[src/uerc_pkg.sv]
// shared types and constants for the ultrasonic echo ranging controller
// no dependencies; imported by every other file of the block
package uerc_pkg;

   // default parameter values
   localparam int COUNT_BITS_DEF    = 16;
   localparam int SCALE_DIVISOR_DEF = 18500;

   // configuration port
   localparam int CSR_DATA_BITS  = 16;
   localparam int CSR_INDEX_BITS = 3;

   typedef enum logic [CSR_INDEX_BITS-1:0] {
      CSR_HOLDOFF   = 3'd0,
      CSR_TRIGGER   = 3'd1,
      CSR_MIN_WIDTH = 3'd2,
      CSR_TIMEOUT   = 3'd3,
      CSR_MULT      = 3'd4,
      CSR_OFFSET    = 3'd5
   } csr_index_type;

   // register reset values
   localparam logic [15:0] HOLDOFF_RST   = 16'd200;
   localparam logic [7:0]  TRIGGER_RST   = 8'd5;
   localparam logic [15:0] MIN_WIDTH_RST = 16'd115;
   localparam logic [15:0] TIMEOUT_RST   = 16'd18500;
   localparam logic [11:0] MULT_RST      = 12'd3000;
   localparam logic [7:0]  OFFSET_RST    = 8'd10;

   typedef struct packed {
      logic [15:0] holdoff_ticks;
      logic [7:0]  trigger_ticks;
      logic [15:0] min_width;
      logic [15:0] timeout_ticks;
      logic [11:0] scale_mult;
      logic [7:0]  dist_offset;
   } cfg_type;

   // result fields
   localparam int STATUS_BITS = 2;
   localparam int DIST_BITS   = 8;

   typedef enum logic [STATUS_BITS-1:0] {
      ST_RANGE   = 2'd0,
      ST_SHORT   = 2'd1,
      ST_TIMEOUT = 2'd2
   } status_type;

   localparam logic [DIST_BITS-1:0] DIST_MAX    = 8'hFF;
   localparam logic [DIST_BITS-1:0] LED_OFF     = 8'hFF;
   localparam logic [DIST_BITS-1:0] LED_NO_ECHO = 8'h7F;

   // what the front end decided for one tick
   typedef enum logic [1:0] {
      KIND_NONE,
      KIND_RANGE,
      KIND_SHORT,
      KIND_TIMEOUT
   } kind_type;

   typedef struct packed {
      logic     trig;
      kind_type kind;
   } ctl_type;

   localparam int CTL_BITS = $bits(ctl_type);

   localparam int QUEUE_DEPTH = 4;

endpackage

[src/uerc_if.sv]
// handshake channel interfaces for the echo ranging controller
// depends on uerc_pkg
interface uerc_req_if;
   logic valid;
   logic ready;
   logic echo_level;

   modport source (output valid, output echo_level, input ready);
   modport sink   (input valid, input echo_level, output ready);
endinterface

interface uerc_rsp_if;
   import uerc_pkg::*;
   logic                   valid;
   logic                   ready;
   logic                   trigger_level;
   logic                   result_valid;
   logic [STATUS_BITS-1:0] status;
   logic [DIST_BITS-1:0]   distance;
   logic [DIST_BITS-1:0]   led_pattern;

   modport source (output valid, output trigger_level, output result_valid, output status,
                   output distance, output led_pattern, input ready);
   modport sink   (input valid, input trigger_level, input result_valid, input status,
                   input distance, input led_pattern, output ready);
endinterface

[src/uerc_front.sv]
// front end: per-tick episode sequencer (holdoff, trigger, wait, measure)
// classifies each tick and hands the echo width on; depends on uerc_pkg
module uerc_front #(
   parameter int COUNT_BITS = uerc_pkg::COUNT_BITS_DEF
) (
   input  logic                    clock,
   input  logic                    reset,
   input  uerc_pkg::cfg_type       cfg,
   input  logic                    step,
   input  logic                    echo,
   output uerc_pkg::ctl_type       ctl,
   output logic [COUNT_BITS-1:0]   width
);
   import uerc_pkg::*;

   typedef enum logic [1:0] {
      PH_HOLDOFF,
      PH_TRIGGER,
      PH_WAIT,
      PH_MEASURE
   } phase_type;

   localparam int CMP_BITS = (COUNT_BITS > 16) ? COUNT_BITS : 16;
   localparam logic [COUNT_BITS-1:0] CNT_MAX = '1;
   localparam logic [COUNT_BITS-1:0] CNT_ONE = COUNT_BITS'(1);

   phase_type             phase_ff, phase_in;
   logic [COUNT_BITS-1:0] cnt_ff, cnt_in;
   logic                  last_ff;

   logic [COUNT_BITS-1:0] cnt_p1, cnt_sat;
   logic [CMP_BITS-1:0]   cnt_x, cnt_sat_x;

   always_comb begin
      cnt_p1    = cnt_ff + CNT_ONE;
      cnt_sat   = (cnt_ff == CNT_MAX) ? CNT_MAX : cnt_p1;
      cnt_x     = CMP_BITS'(cnt_ff);
      cnt_sat_x = CMP_BITS'(cnt_sat);
      phase_in  = phase_ff;
      cnt_in    = cnt_ff;
      ctl.trig  = 1'b0;
      ctl.kind  = KIND_NONE;
      width     = cnt_ff;
      case (phase_ff)
         PH_HOLDOFF: begin
            if (cnt_x < CMP_BITS'(cfg.holdoff_ticks) && cnt_ff != CNT_MAX) begin
               cnt_in = cnt_p1;
            end else begin
               // first trigger tick follows on the same tick
               ctl.trig = 1'b1;
               if (cfg.trigger_ticks <= 8'd1) begin
                  phase_in = PH_WAIT;
                  cnt_in   = '0;
               end else begin
                  phase_in = PH_TRIGGER;
                  cnt_in   = CNT_ONE;
               end
            end
         end
         PH_TRIGGER: begin
            ctl.trig = 1'b1;
            if (CMP_BITS'(cnt_p1) >= CMP_BITS'(cfg.trigger_ticks)) begin
               phase_in = PH_WAIT;
               cnt_in   = '0;
            end else begin
               cnt_in = cnt_p1;
            end
         end
         PH_WAIT: begin
            // rising edge tick is the first high tick of the width
            if (echo && !last_ff) begin
               if (cfg.timeout_ticks <= 16'd1) begin
                  ctl.kind = KIND_TIMEOUT;
                  phase_in = PH_HOLDOFF;
                  cnt_in   = '0;
               end else begin
                  phase_in = PH_MEASURE;
                  cnt_in   = CNT_ONE;
               end
            end
         end
         PH_MEASURE: begin
            if (!echo) begin
               ctl.kind = (cnt_x < CMP_BITS'(cfg.min_width)) ? KIND_SHORT : KIND_RANGE;
               phase_in = PH_HOLDOFF;
               cnt_in   = '0;
            end else if (cnt_sat_x >= CMP_BITS'(cfg.timeout_ticks) || cnt_sat == CNT_MAX) begin
               ctl.kind = KIND_TIMEOUT;
               phase_in = PH_HOLDOFF;
               cnt_in   = '0;
            end else begin
               cnt_in = cnt_sat;
            end
         end
         default: begin
            phase_in = PH_HOLDOFF;
            cnt_in   = '0;
         end
      endcase
   end

   always_ff @(posedge clock) begin
      if (reset) begin
         phase_ff <= PH_HOLDOFF;
         cnt_ff   <= '0;
         last_ff  <= 1'b0;
      end else if (step) begin
         phase_ff <= phase_in;
         cnt_ff   <= cnt_in;
         last_ff  <= echo;
      end
   end

endmodule

[src/uerc_queue.sv]
// short fifo between the tick sequencer and the distance pipeline
// register based, power-of-two depth from uerc_pkg
module uerc_queue #(
   parameter int DATA_BITS = uerc_pkg::CTL_BITS + uerc_pkg::COUNT_BITS_DEF
) (
   input  logic                 clock,
   input  logic                 reset,
   input  logic                 push,
   input  logic [DATA_BITS-1:0] push_data,
   input  logic                 pop,
   output logic                 full,
   output logic                 not_empty,
   output logic [DATA_BITS-1:0] pop_data
);
   import uerc_pkg::*;

   localparam int PTR_BITS = $clog2(QUEUE_DEPTH);

   logic [DATA_BITS-1:0] mem_ff [QUEUE_DEPTH];
   logic [PTR_BITS-1:0]  wr_ptr_ff, rd_ptr_ff;
   logic [PTR_BITS:0]    count_ff;

   assign full      = (count_ff == (PTR_BITS + 1)'(QUEUE_DEPTH));
   assign not_empty = (count_ff != '0);
   assign pop_data  = mem_ff[rd_ptr_ff];

   always_ff @(posedge clock) begin
      if (push) begin
         mem_ff[wr_ptr_ff] <= push_data;
      end
   end

   always_ff @(posedge clock) begin
      if (reset) begin
         wr_ptr_ff <= '0;
         rd_ptr_ff <= '0;
         count_ff  <= '0;
      end else begin
         if (push) begin
            wr_ptr_ff <= wr_ptr_ff + PTR_BITS'(1);
         end
         if (pop) begin
            rd_ptr_ff <= rd_ptr_ff + PTR_BITS'(1);
         end
         if (push && !pop) begin
            count_ff <= count_ff + (PTR_BITS + 1)'(1);
         end else if (pop && !push) begin
            count_ff <= count_ff - (PTR_BITS + 1)'(1);
         end
      end
   end

endmodule

[src/uerc_back.sv]
// back end: distance pipeline (width*mult, reciprocal divide, correct, clamp)
// and result register with the held display byte; depends on uerc_pkg
module uerc_back #(
   parameter int COUNT_BITS    = uerc_pkg::COUNT_BITS_DEF,
   parameter int SCALE_DIVISOR = uerc_pkg::SCALE_DIVISOR_DEF
) (
   input  logic                           clock,
   input  logic                           reset,
   input  uerc_pkg::cfg_type              cfg,
   input  logic                           in_valid,
   input  uerc_pkg::ctl_type              in_ctl,
   input  logic [COUNT_BITS-1:0]          in_width,
   output logic                           in_ready,
   output logic                           out_valid,
   input  logic                           out_ready,
   output logic                           out_trigger,
   output logic                           out_result,
   output logic [uerc_pkg::STATUS_BITS-1:0] out_status,
   output logic [uerc_pkg::DIST_BITS-1:0] out_distance,
   output logic [uerc_pkg::DIST_BITS-1:0] out_led
);
   import uerc_pkg::*;

   localparam int PROD_BITS = COUNT_BITS + 12;
   // quotients of 256 and above all clamp, so only products below 256*divisor matter
   localparam int PL_BITS   = $clog2(256 * SCALE_DIVISOR);
   localparam int EXT_BITS  = (PROD_BITS > PL_BITS) ? PROD_BITS : PL_BITS;
   localparam int R_BITS    = PL_BITS + 1;
   localparam int EST_BITS  = PL_BITS + R_BITS;
   localparam logic [EXT_BITS-1:0] LIM_X  = EXT_BITS'(256 * SCALE_DIVISOR);
   localparam logic [R_BITS-1:0]   RECIP  = R_BITS'((64'd1 << PL_BITS) / SCALE_DIVISOR);
   localparam logic [PL_BITS-1:0]  DIV_V  = PL_BITS'(SCALE_DIVISOR);

   logic adv;

   // stage 1: product
   logic                 v1_ff;
   ctl_type              ctl1_ff;
   logic [PROD_BITS-1:0] prod1_ff;
   // stage 2: range flag and quotient estimate
   logic                 v2_ff;
   ctl_type              ctl2_ff;
   logic                 big2_ff;
   logic [PL_BITS-1:0]   pl2_ff;
   logic [EST_BITS-1:0]  est2_ff;
   // stage 3: estimate times divisor
   logic                 v3_ff;
   ctl_type              ctl3_ff;
   logic                 big3_ff;
   logic [PL_BITS-1:0]   pl3_ff;
   logic [7:0]           qe3_ff;
   logic [PL_BITS-1:0]   qd3_ff;
   // result register
   logic                   out_v_ff;
   logic                   trig_ff;
   logic                   res_ff;
   status_type             status_ff;
   logic [DIST_BITS-1:0]   dist_ff;
   logic [DIST_BITS-1:0]   led_ff;
   logic [DIST_BITS-1:0]   disp_ff;

   logic [EXT_BITS-1:0]  prod_x;
   logic [PL_BITS-1:0]   pl_in;
   logic [7:0]           qe_in;
   logic [PL_BITS-1:0]   rem;
   logic [8:0]           quot;
   logic [9:0]           sum;
   logic [DIST_BITS-1:0] dist_in;

   assign adv      = !out_v_ff || out_ready;
   assign in_ready = adv;

   always_comb begin
      prod_x  = EXT_BITS'(prod1_ff);
      pl_in   = PL_BITS'(prod_x);
      qe_in   = est2_ff[PL_BITS+7:PL_BITS];
      rem     = pl3_ff - qd3_ff;
      quot    = {1'b0, qe3_ff} + 9'(rem >= DIV_V);
      sum     = 10'(cfg.dist_offset) + 10'(quot);
      dist_in = (big3_ff || sum > 10'(DIST_MAX)) ? DIST_MAX : sum[DIST_BITS-1:0];
   end

   always_ff @(posedge clock) begin
      if (adv) begin
         ctl1_ff  <= in_ctl;
         prod1_ff <= PROD_BITS'(in_width) * PROD_BITS'(cfg.scale_mult);
         ctl2_ff  <= ctl1_ff;
         big2_ff  <= (prod_x >= LIM_X);
         pl2_ff   <= pl_in;
         est2_ff  <= EST_BITS'(pl_in) * EST_BITS'(RECIP);
         ctl3_ff  <= ctl2_ff;
         big3_ff  <= big2_ff;
         pl3_ff   <= pl2_ff;
         qe3_ff   <= qe_in;
         qd3_ff   <= PL_BITS'(qe_in) * DIV_V;
      end
   end

   always_ff @(posedge clock) begin
      if (reset) begin
         v1_ff    <= 1'b0;
         v2_ff    <= 1'b0;
         v3_ff    <= 1'b0;
         out_v_ff <= 1'b0;
         disp_ff  <= LED_OFF;
      end else if (adv) begin
         v1_ff    <= in_valid;
         v2_ff    <= v1_ff;
         v3_ff    <= v2_ff;
         out_v_ff <= v3_ff;
         if (v3_ff) begin
            case (ctl3_ff.kind)
               KIND_RANGE:   disp_ff <= ~dist_in;
               KIND_SHORT:   disp_ff <= LED_OFF;
               KIND_TIMEOUT: disp_ff <= LED_NO_ECHO;
               default:      disp_ff <= disp_ff;
            endcase
         end
      end
   end

   always_ff @(posedge clock) begin
      if (adv && v3_ff) begin
         trig_ff <= ctl3_ff.trig;
         case (ctl3_ff.kind)
            KIND_RANGE: begin
               res_ff    <= 1'b1;
               status_ff <= ST_RANGE;
               dist_ff   <= dist_in;
               led_ff    <= ~dist_in;
            end
            KIND_SHORT: begin
               res_ff    <= 1'b1;
               status_ff <= ST_SHORT;
               dist_ff   <= '0;
               led_ff    <= LED_OFF;
            end
            KIND_TIMEOUT: begin
               res_ff    <= 1'b1;
               status_ff <= ST_TIMEOUT;
               dist_ff   <= '0;
               led_ff    <= LED_NO_ECHO;
            end
            default: begin
               res_ff    <= 1'b0;
               status_ff <= ST_RANGE;
               dist_ff   <= '0;
               led_ff    <= disp_ff;
            end
         endcase
      end
   end

   assign out_valid    = out_v_ff;
   assign out_trigger  = trig_ff;
   assign out_result   = res_ff;
   assign out_status   = status_ff;
   assign out_distance = dist_ff;
   assign out_led      = led_ff;

endmodule

[src/ultrasonic_echo_ranging_controller_unit.sv]
// Ultrasonic echo ranging controller. Each request transfer is one 1 us tick with the
// sampled echo line; each produces exactly one response transfer with the trigger drive,
// a result flag, status, distance and the held LED byte. One tick is taken per clock
// cycle when the response side keeps up. The tick sequencer classifies the tick in the
// cycle of the transfer; the queue then hands it to the distance pipeline, which has three
// register stages (product, reciprocal estimate, estimate times divisor) before the result
// register. A four-entry queue separates sequencer and pipeline, so request transfers keep
// flowing for up to four ticks after the response side stalls. No clearing pass follows
// reset. Depends on uerc_pkg, uerc_if, uerc_front, uerc_queue and uerc_back.
module ultrasonic_echo_ranging_controller_unit #(
   parameter int COUNT_BITS    = uerc_pkg::COUNT_BITS_DEF,
   parameter int SCALE_DIVISOR = uerc_pkg::SCALE_DIVISOR_DEF
) (
   input  logic                                clock,
   input  logic                                reset,
   uerc_req_if.sink                            req_ch,
   uerc_rsp_if.source                          rsp_ch,
   input  logic                                csr_we,
   input  logic [uerc_pkg::CSR_INDEX_BITS-1:0] csr_index,
   input  logic [uerc_pkg::CSR_DATA_BITS-1:0]  csr_wdata
);
   import uerc_pkg::*;

   localparam int DATA_BITS = CTL_BITS + COUNT_BITS;

   cfg_type               cfg_ff;
   logic                  accept;
   ctl_type               f_ctl;
   logic [COUNT_BITS-1:0] f_width;
   logic                  q_full;
   logic                  q_not_empty;
   logic [DATA_BITS-1:0]  q_data;
   logic                  b_ready;
   ctl_type               b_ctl;
   logic [COUNT_BITS-1:0] b_width;

   always_ff @(posedge clock) begin
      if (reset) begin
         cfg_ff.holdoff_ticks <= HOLDOFF_RST;
         cfg_ff.trigger_ticks <= TRIGGER_RST;
         cfg_ff.min_width     <= MIN_WIDTH_RST;
         cfg_ff.timeout_ticks <= TIMEOUT_RST;
         cfg_ff.scale_mult    <= MULT_RST;
         cfg_ff.dist_offset   <= OFFSET_RST;
      end else if (csr_we) begin
         case (csr_index_type'(csr_index))
            CSR_HOLDOFF:   cfg_ff.holdoff_ticks <= csr_wdata;
            CSR_TRIGGER:   cfg_ff.trigger_ticks <= csr_wdata[7:0];
            CSR_MIN_WIDTH: cfg_ff.min_width     <= csr_wdata;
            CSR_TIMEOUT:   cfg_ff.timeout_ticks <= csr_wdata;
            CSR_MULT:      cfg_ff.scale_mult    <= csr_wdata[11:0];
            CSR_OFFSET:    cfg_ff.dist_offset   <= csr_wdata[7:0];
            default:       cfg_ff <= cfg_ff;
         endcase
      end
   end

   assign req_ch.ready = !q_full;
   assign accept       = req_ch.valid && !q_full;

   uerc_front #(
      .COUNT_BITS(COUNT_BITS)
   ) u_front (
      .clock (clock),
      .reset (reset),
      .cfg   (cfg_ff),
      .step  (accept),
      .echo  (req_ch.echo_level),
      .ctl   (f_ctl),
      .width (f_width)
   );

   uerc_queue #(
      .DATA_BITS(DATA_BITS)
   ) u_queue (
      .clock     (clock),
      .reset     (reset),
      .push      (accept),
      .push_data ({f_ctl, f_width}),
      .pop       (q_not_empty && b_ready),
      .full      (q_full),
      .not_empty (q_not_empty),
      .pop_data  (q_data)
   );

   assign b_ctl   = ctl_type'(q_data[DATA_BITS-1 -: CTL_BITS]);
   assign b_width = q_data[COUNT_BITS-1:0];

   uerc_back #(
      .COUNT_BITS    (COUNT_BITS),
      .SCALE_DIVISOR (SCALE_DIVISOR)
   ) u_back (
      .clock        (clock),
      .reset        (reset),
      .cfg          (cfg_ff),
      .in_valid     (q_not_empty),
      .in_ctl       (b_ctl),
      .in_width     (b_width),
      .in_ready     (b_ready),
      .out_valid    (rsp_ch.valid),
      .out_ready    (rsp_ch.ready),
      .out_trigger  (rsp_ch.trigger_level),
      .out_result   (rsp_ch.result_valid),
      .out_status   (rsp_ch.status),
      .out_distance (rsp_ch.distance),
      .out_led      (rsp_ch.led_pattern)
   );

endmodule

[src/flat_wrapper.sv]
// flat-port wrapper written by rule: the top's interface ports become plain ports
module ultrasonic_echo_ranging_controller_unit_flat import uerc_pkg::*;
#(
   parameter int COUNT_BITS    = uerc_pkg::COUNT_BITS_DEF,
   parameter int SCALE_DIVISOR = uerc_pkg::SCALE_DIVISOR_DEF
)
  (clock, reset, csr_we, csr_index, csr_wdata, req_ch_valid, req_ch_echo_level, req_ch_ready, rsp_ch_valid, rsp_ch_trigger_level, rsp_ch_result_valid, rsp_ch_status, rsp_ch_distance, rsp_ch_led_pattern, rsp_ch_ready);
  uerc_req_if req_ch_i ();
  uerc_rsp_if rsp_ch_i ();
  input  logic clock;
  input  logic reset;
  input  logic csr_we;
  input  logic [uerc_pkg::CSR_INDEX_BITS-1:0] csr_index;
  input  logic [uerc_pkg::CSR_DATA_BITS-1:0] csr_wdata;
  input wire logic [$bits(req_ch_i.valid)-1:0] req_ch_valid;
  input wire logic [$bits(req_ch_i.echo_level)-1:0] req_ch_echo_level;
  output wire logic [$bits(req_ch_i.ready)-1:0] req_ch_ready;
  output wire logic [$bits(rsp_ch_i.valid)-1:0] rsp_ch_valid;
  output wire logic [$bits(rsp_ch_i.trigger_level)-1:0] rsp_ch_trigger_level;
  output wire logic [$bits(rsp_ch_i.result_valid)-1:0] rsp_ch_result_valid;
  output wire logic [$bits(rsp_ch_i.status)-1:0] rsp_ch_status;
  output wire logic [$bits(rsp_ch_i.distance)-1:0] rsp_ch_distance;
  output wire logic [$bits(rsp_ch_i.led_pattern)-1:0] rsp_ch_led_pattern;
  input wire logic [$bits(rsp_ch_i.ready)-1:0] rsp_ch_ready;
  assign req_ch_i.valid = req_ch_valid;
  assign req_ch_i.echo_level = req_ch_echo_level;
  assign req_ch_ready = req_ch_i.ready;
  assign rsp_ch_valid = rsp_ch_i.valid;
  assign rsp_ch_trigger_level = rsp_ch_i.trigger_level;
  assign rsp_ch_result_valid = rsp_ch_i.result_valid;
  assign rsp_ch_status = rsp_ch_i.status;
  assign rsp_ch_distance = rsp_ch_i.distance;
  assign rsp_ch_led_pattern = rsp_ch_i.led_pattern;
  assign rsp_ch_i.ready = rsp_ch_ready;
  ultrasonic_echo_ranging_controller_unit #(.COUNT_BITS(COUNT_BITS), .SCALE_DIVISOR(SCALE_DIVISOR)) u_core (.clock(clock), .reset(reset), .req_ch(req_ch_i), .rsp_ch(rsp_ch_i), .csr_we(csr_we), .csr_index(csr_index), .csr_wdata(csr_wdata));
endmodule
[config.mk]
export PLATFORM = sky130hd
export DESIGN_NAME = ultrasonic_echo_ranging_controller_unit_flat
export DESIGN_NICKNAME = d
export VERILOG_FILES = /design/src/uerc_pkg.sv /design/src/uerc_if.sv /design/src/uerc_front.sv /design/src/uerc_queue.sv /design/src/uerc_back.sv /design/src/ultrasonic_echo_ranging_controller_unit.sv /design/src/flat_wrapper.sv
export SDC_FILE = /design/constraint.sdc
export NUM_CORES = 1
export LEC_CHECK = 0
export BUFFER_PORTS_ARGS = -buffer_cell sky130_fd_sc_hd__buf_2
export CORE_AREA = 2 2 200 202
export DETAILED_ROUTE_END_ITERATION = 10
export DIE_AREA = 0 0 202 204
export PLACE_DENSITY = 0.77
export SLEW_MARGIN = 15
export SYNTH_ARGS = -nofsm -noshare
export SYNTH_HDL_FRONTEND = slang
export SYNTH_SLANG_ARGS = --single-unit
[constraint.sdc]
create_clock -name clock -period 10.1 [get_ports clock]
set_clock_uncertainty 0.2 [all_clocks]
set_input_delay 0.505 -clock clock [delete_from_list [all_inputs] [get_ports clock]]
set_output_delay 0.505 -clock clock [all_outputs]
set_load 0.005 [all_outputs]
Yosys cells after proc, flatten, opt, wreduce, memory -nomap -nowiden
Memories as Yosys holds them, arrays and structs flattened. A register that Yosys moved wholly into a read port is not among the register bits.
Index checks and enable logic that the tools add are counted.

word-level totals
  input bits = 25
  memories kept = 1
  register bits = 279
  logic and storage cells = 141
  memory bits (writable) = 76

memories
  name                   depth  bits a word  rd ports  clocked after memory_dff  wr ports  line              RTL
  u_core.u_queue.mem_ff  4      19           1         1                         1         uerc_queue.sv:19  logic [DATA_BITS-1:0] mem_ff [QUEUE_DEPTH];

cells by class
  muxes and demuxes = 35
  reductions and logical operators = 29
  bitwise operators = 1
  order comparisons = 9
  add/subtract/negate cells = 8
  $mul = 3
  equality and inequality tests = 19

operators with widths
  operator               number
  $mux 16                6
  $pmux 16 s4            1
  $eq 16x16->1 const B   2
  $lt 16x16->1           2
  $mul 23x9->31 const B  1
  $ge 28x23->1 const B   1
  $mul 16x12->28         1
  $mux 2                 14
  $pmux 8 s3             1
  $ge 23x15->1 const B   1
  $sub 23x23->23         1
  $mul 8x13->21 const B  1
  $add 16x1->16 const B  1
  $ge 16x16->1           1
  $ge 16x8->1            1
  $le 16x1->1 const B    1
  $ne 16x16->1 const B   1
  $reduce_and 2->1       8
  $add 8x9->10           1
  $gt 10x8->1 const B    1
  $add 8x1->9            1
  $eq 3x3->1 const B     3
  $eq 2x2->1 const B     4
  $le 8x1->1 const B     1
  other kinds (24)       48

Logic depth before layout (Yosys ltp)
  word-level depth = 9
  gate-level depth with buffers = 24

Cells and area by module
Synthesis repeated with hierarchy kept, for this count alone.

second synthesis, totals
  cells, all modules = 2415
  area total of the unflattened synthesis = 25629.6 sq um

modules (own cells, without submodules)
  module                                   sequential area each (sq um)  cells an instance  area an instance (sq um)  times used
  uerc_back                                4264.1                        1556               16280.6                   1
  uerc_queue                               2462.4                        143                3215.6                    1
  ultrasonic_echo_ranging_controller_unit  1521.5                        291                3067.9                    1
  uerc_front                               380.4                         425                3065.4                    1

Least setup slack after synthesis
Ideal clock, no wire load.

  kind = flip-flop to flip-flop
  start point = register (tool-made name)
  end point = register u_core.u_back.prod1_ff[26] (data pin)
  buffers on the path = 3
  stages on the path, launching flop included = 23
  clock period less this slack = 6.812 ns
  arrival = 6.354 ns
  slack = 3.288 ns
  library setup time = 0.258 ns
  path through = dfxtp_1 clkbuf_1 buf_2 mux4_2 clkbuf_1 and2_1 fa_1 inv_1 fa_1 fa_1 fa_1 fa_1 inv_1 ha_1 a21oi_1 nor2_1 nor3_1 o21ai_0 a21oi_1 a21oi_1 a311o_1 a21oi_1 xnor2_1

RTL lines
  what                  line             RTL
  to (signal assigned)  uerc_back.sv:86  prod1_ff <= PROD_BITS'(in_width) * PROD_BITS'(cfg.scale_mult);
  to (decl)             uerc_back.sv:39  logic [PROD_BITS-1:0] prod1_ff;

==> results_dict.tcl <==
set metrics [dict create \
    first_global_vias 17669 \
    async_flop_share_pct 0 \
    drtIter0Drc 1137 \
    finish.utilization_pct 67.9 \
    muxShareOfSynthArea_pct 2.01 \
    clock-root-buffer "clkbuf_16" \
    critPathSlowestCell "dfxtp_1" \
    fillCellCount 2908 \
    drt_pre_antenna_iters 7 \
    antenna_found_initial 1 \
    cp_slowest_stage_delay_ns 0.93 \
    cp_cell_sequence "mux4_2, and2_1, fa_1, inv_1, fa_1, inv_1, ha_1, fa_1, inv_1, fa_1, inv_1, ha_1, and3_1, a211oi_1, o21ai_0, a21oi_1, a21oi_1, a311o_1, a21oi_1, xnor2_1" \
    ys.flop_type "edfxtp_1" \
    fp.dieH_um 204 \
    cp-start-kind "register" \
    final-seq-area_um2 8630 \
    finalWorstSetupSlack_ns 3.17 \
    wl_per_cell_um 18.2 \
    required_ns 10.18 \
    drtAntennaViolNets 0 \
    die_w_um 202 \
    syn_area_per_cell_um2 10.4 \
    cp_top_family "adder cells" \
    status "complete, no violations" \
    drc 0 \
    cts-resized-gates 0 \
    synth_cells 2388 \
    grt_use_total_pct 27.1 \
    worstPathMaxFanout 19 \
    synthXorXnorAreaFrac_pct 2.65 \
    path_clk_slew_ns 0.06 \
    initial_core_util_pct 63.2 \
    place_area_um2 25400 \
    synth_fp_nets 2923 \
    num_vias 17072 \
    clock_latency_ns 0.54 \
    period_needed_ns 6.93 \
    maxCapViolCount 0 \
    setup_tns_ns 0 \
    finalInstanceArea_um2 26600 \
    critPathCaptureType "register" \
    multi_input_area_um2 14500 \
    fin_crit_sh_pct 68.6 \
    rsz0062_at_grt "false" \
    synth_top_family_by_area "adder cells" \
    port_buffers 46 \
    crit_arrival_ns 7.01 \
    post_cts_buffers 0 \
    die_area_um2 41200 \
    holdBufCountCts 0 \
    synth_edf_count 210 \
    min_path_type "in -> reg" \
    syn_area_um2 24700 \
    seq_area_frac_synth_pct 34.9 \
    core_um2 39200 \
    vias_per_cell 5.78 \
    synth-simple-area-share_pct 13.6 \
    cts_sinks 326 \
    yosys.area_share.adder_pct 31.9 \
    place_ws_ns 3.12 \
    clockBufferDepth 3 \
    cts_buffers 35 \
    fmax_mhz 144 \
    routed_wl_mm 53.8 \
    worst-path-buf-inv 4 \
    yosysWarnings 0 \
    rows 73 \
    htree_levels 2 \
    dp_hpwl_mm 40.5 \
    cts_tree "built" \
    synth.distinct_cells 70 \
    grt_start_max_net_pins 73 \
    timing.slew.headroom_pct 29.9 \
    synth_compound_area_share_pct 8.24 \
    final_max_slew_viol_count 0 \
    grt_pass1_wl_mm 89.0 \
    ios 47 \
    syn_to_final_growth_pct 7.57 \
    nNetsFinal 2940 \
    finalSetupViolCount 0 \
    place_congestion 0.885 \
    worst_pin_slew_ns 1.05 \
    path_class "reg -> reg" \
    hold_viol 0 \
    overflow 0 \
    drive_above_1_share_pct 5.72 \
    synth_seq_cells 326 \
]
## state kept, by name (all words and copies together), names as in the netlist, 2 cells and up, named ones only
name and cells:
u_core.cfg_ff 76, u_core.u_queue.mem_ff 76, u_core.u_back.prod1_ff 28, u_core.u_back.pl2_ff 21
u_core.u_back.pl3_ff 21, u_core.u_back.qd3_ff 17, u_core.u_front.width 16, u_core.u_back.disp_ff 8
u_core.u_back.est2_ff 8, u_core.u_back.out_distance 8, u_core.u_back.out_led 8, u_core.u_back.qe3_ff 8
u_core.u_back.ctl1_ff 3, u_core.u_back.ctl2_ff 3, u_core.u_back.ctl3_ff 3, u_core.u_queue.count_ff 3
u_core.u_back.out_status 2, u_core.u_front.phase_ff 2, u_core.u_queue.rd_ptr_ff 2, u_core.u_queue.wr_ptr_ff 2
## logic make-up (layout without fill, tap and decap cells)
family,after synthesis,after routing
and+or+nand+nor,683,683
AOI/OAI and AO/OA,329,329
xor gates and xnor gates,75,75
other,0,1
buffers and inverters,439,481
adders and majority gates,510,510
muxes,26,26
DFF,326,326
## final timing paths
kind	start	endpoint	slack (ns)	cells after the start
min	csr_wdata[12]	u_core.cfg_ff[32]	0.03	3
min reg2reg	u_core.u_back.pl2_ff[4]	u_core.u_back.pl3_ff[4]	0.22	0
max reg2reg	register	u_core.u_back.prod1_ff[26]	3.17	20
max	register	u_core.u_back.prod1_ff[26]	3.17	20
## worst reg2reg max path: stages, from the launching register on
cell and delay [ns]:
dfxtp_1 0.93, mux4_2 0.56, and2_1 0.23, fa_1 0.53, inv_1 0.05, fa_1 0.49
inv_1 0.05, ha_1 0.29, fa_1 0.54, inv_1 0.05, fa_1 0.53, inv_1 0.04
ha_1 0.34, and3_1 0.16, a211oi_1 0.43, o21ai_0 0.28, a21oi_1 0.25, a21oi_1 0.14
a311o_1 0.33, a21oi_1 0.18, xnor2_1 0.09
## Yosys cell counts (all sizes together) (6+ instances only)
cell type / count / area (um2)
a211oi: 13 / 97.6
a21o: 26 / 195
a21oi: 140 / 701
and2: 147 / 920
and3: 18 / 113
buf: 8 / 40.0
clkbuf: 64 / 240
dfxtp: 116 / 2320
edfxtp: 210 / 6310
fa: 202 / 4040
ha: 308 / 3850
inv: 367 / 1380
mux2i: 7 / 70.1
mux4: 19 / 428
nand2: 259 / 972
nand2b: 23 / 144
nand3: 39 / 200
nand4: 20 / 131
nor2: 98 / 368
nor2b: 17 / 106
nor3: 19 / 105
nor4: 8 / 50.1
o211ai: 22 / 165
o21a: 11 / 82.6
o21ai: 56 / 280
o21bai: 6 / 45.0
o31ai: 6 / 45.0
or3: 11 / 68.8
or4: 6 / 48.8
xnor2: 52 / 455
xor2: 23 / 201
## per-stage QoR
stage / hold slack, ns / instances
after floorplan: 0.200 / 2388
after global placement: 0.201 / 2893
after detailed placement: 0.205 / 2893
after CTS: 0.00704 / 2955
after global routing: 0.0298 / 2955
final: 0.0300 / 2956
## routing by layer
metal / global-route usage (%) / vias to the layer above / share of wire (%)
met5: 0 / - / 0
li1: - / 8015 / -
met3: 3.64 / 139 / 4.6
met1: 34.7 / 8422 / 42
met2: 46.5 / 496 / 49
met4: 11.7 / 0 / 3.9
## cells in the final DEF, fill, tap and decap left out, drive strengths merged, types with 11 or more instances in the layout
master	Yosys	layout
o211ai	22	22
xnor2	52	52
o21a	11	11
nor3	19	19
clkbuf	64	40
and3	18	18
a21o	26	26
xor2	23	23
nand4	20	20
ha	308	308
mux4	19	19
o21ai	56	56
or3	11	11
nand2	259	259
a211oi	13	13
dfxtp	116	116
nor2b	17	17
edfxtp	210	210
and2	147	147
clkinv	0	12
inv	367	369
nand2b	23	23
a21oi	140	140
fa	202	202
nor2	98	98
nand3	39	39
buf	8	52
## cell type report
type                       instances  area share [%]
multi-input combinational       1623            54.3
sequential                       326            32.4
inverter                         367            5.18
clock buffer                      40            3.44
tap                              525            2.47
clock inverter                    22            1.12
timing repair buffer              52            1.03
antenna                            1         0.00940
Power is not shown: default switching activity piles up to over one toggle a cycle in this logic, so the estimate is an artifact.
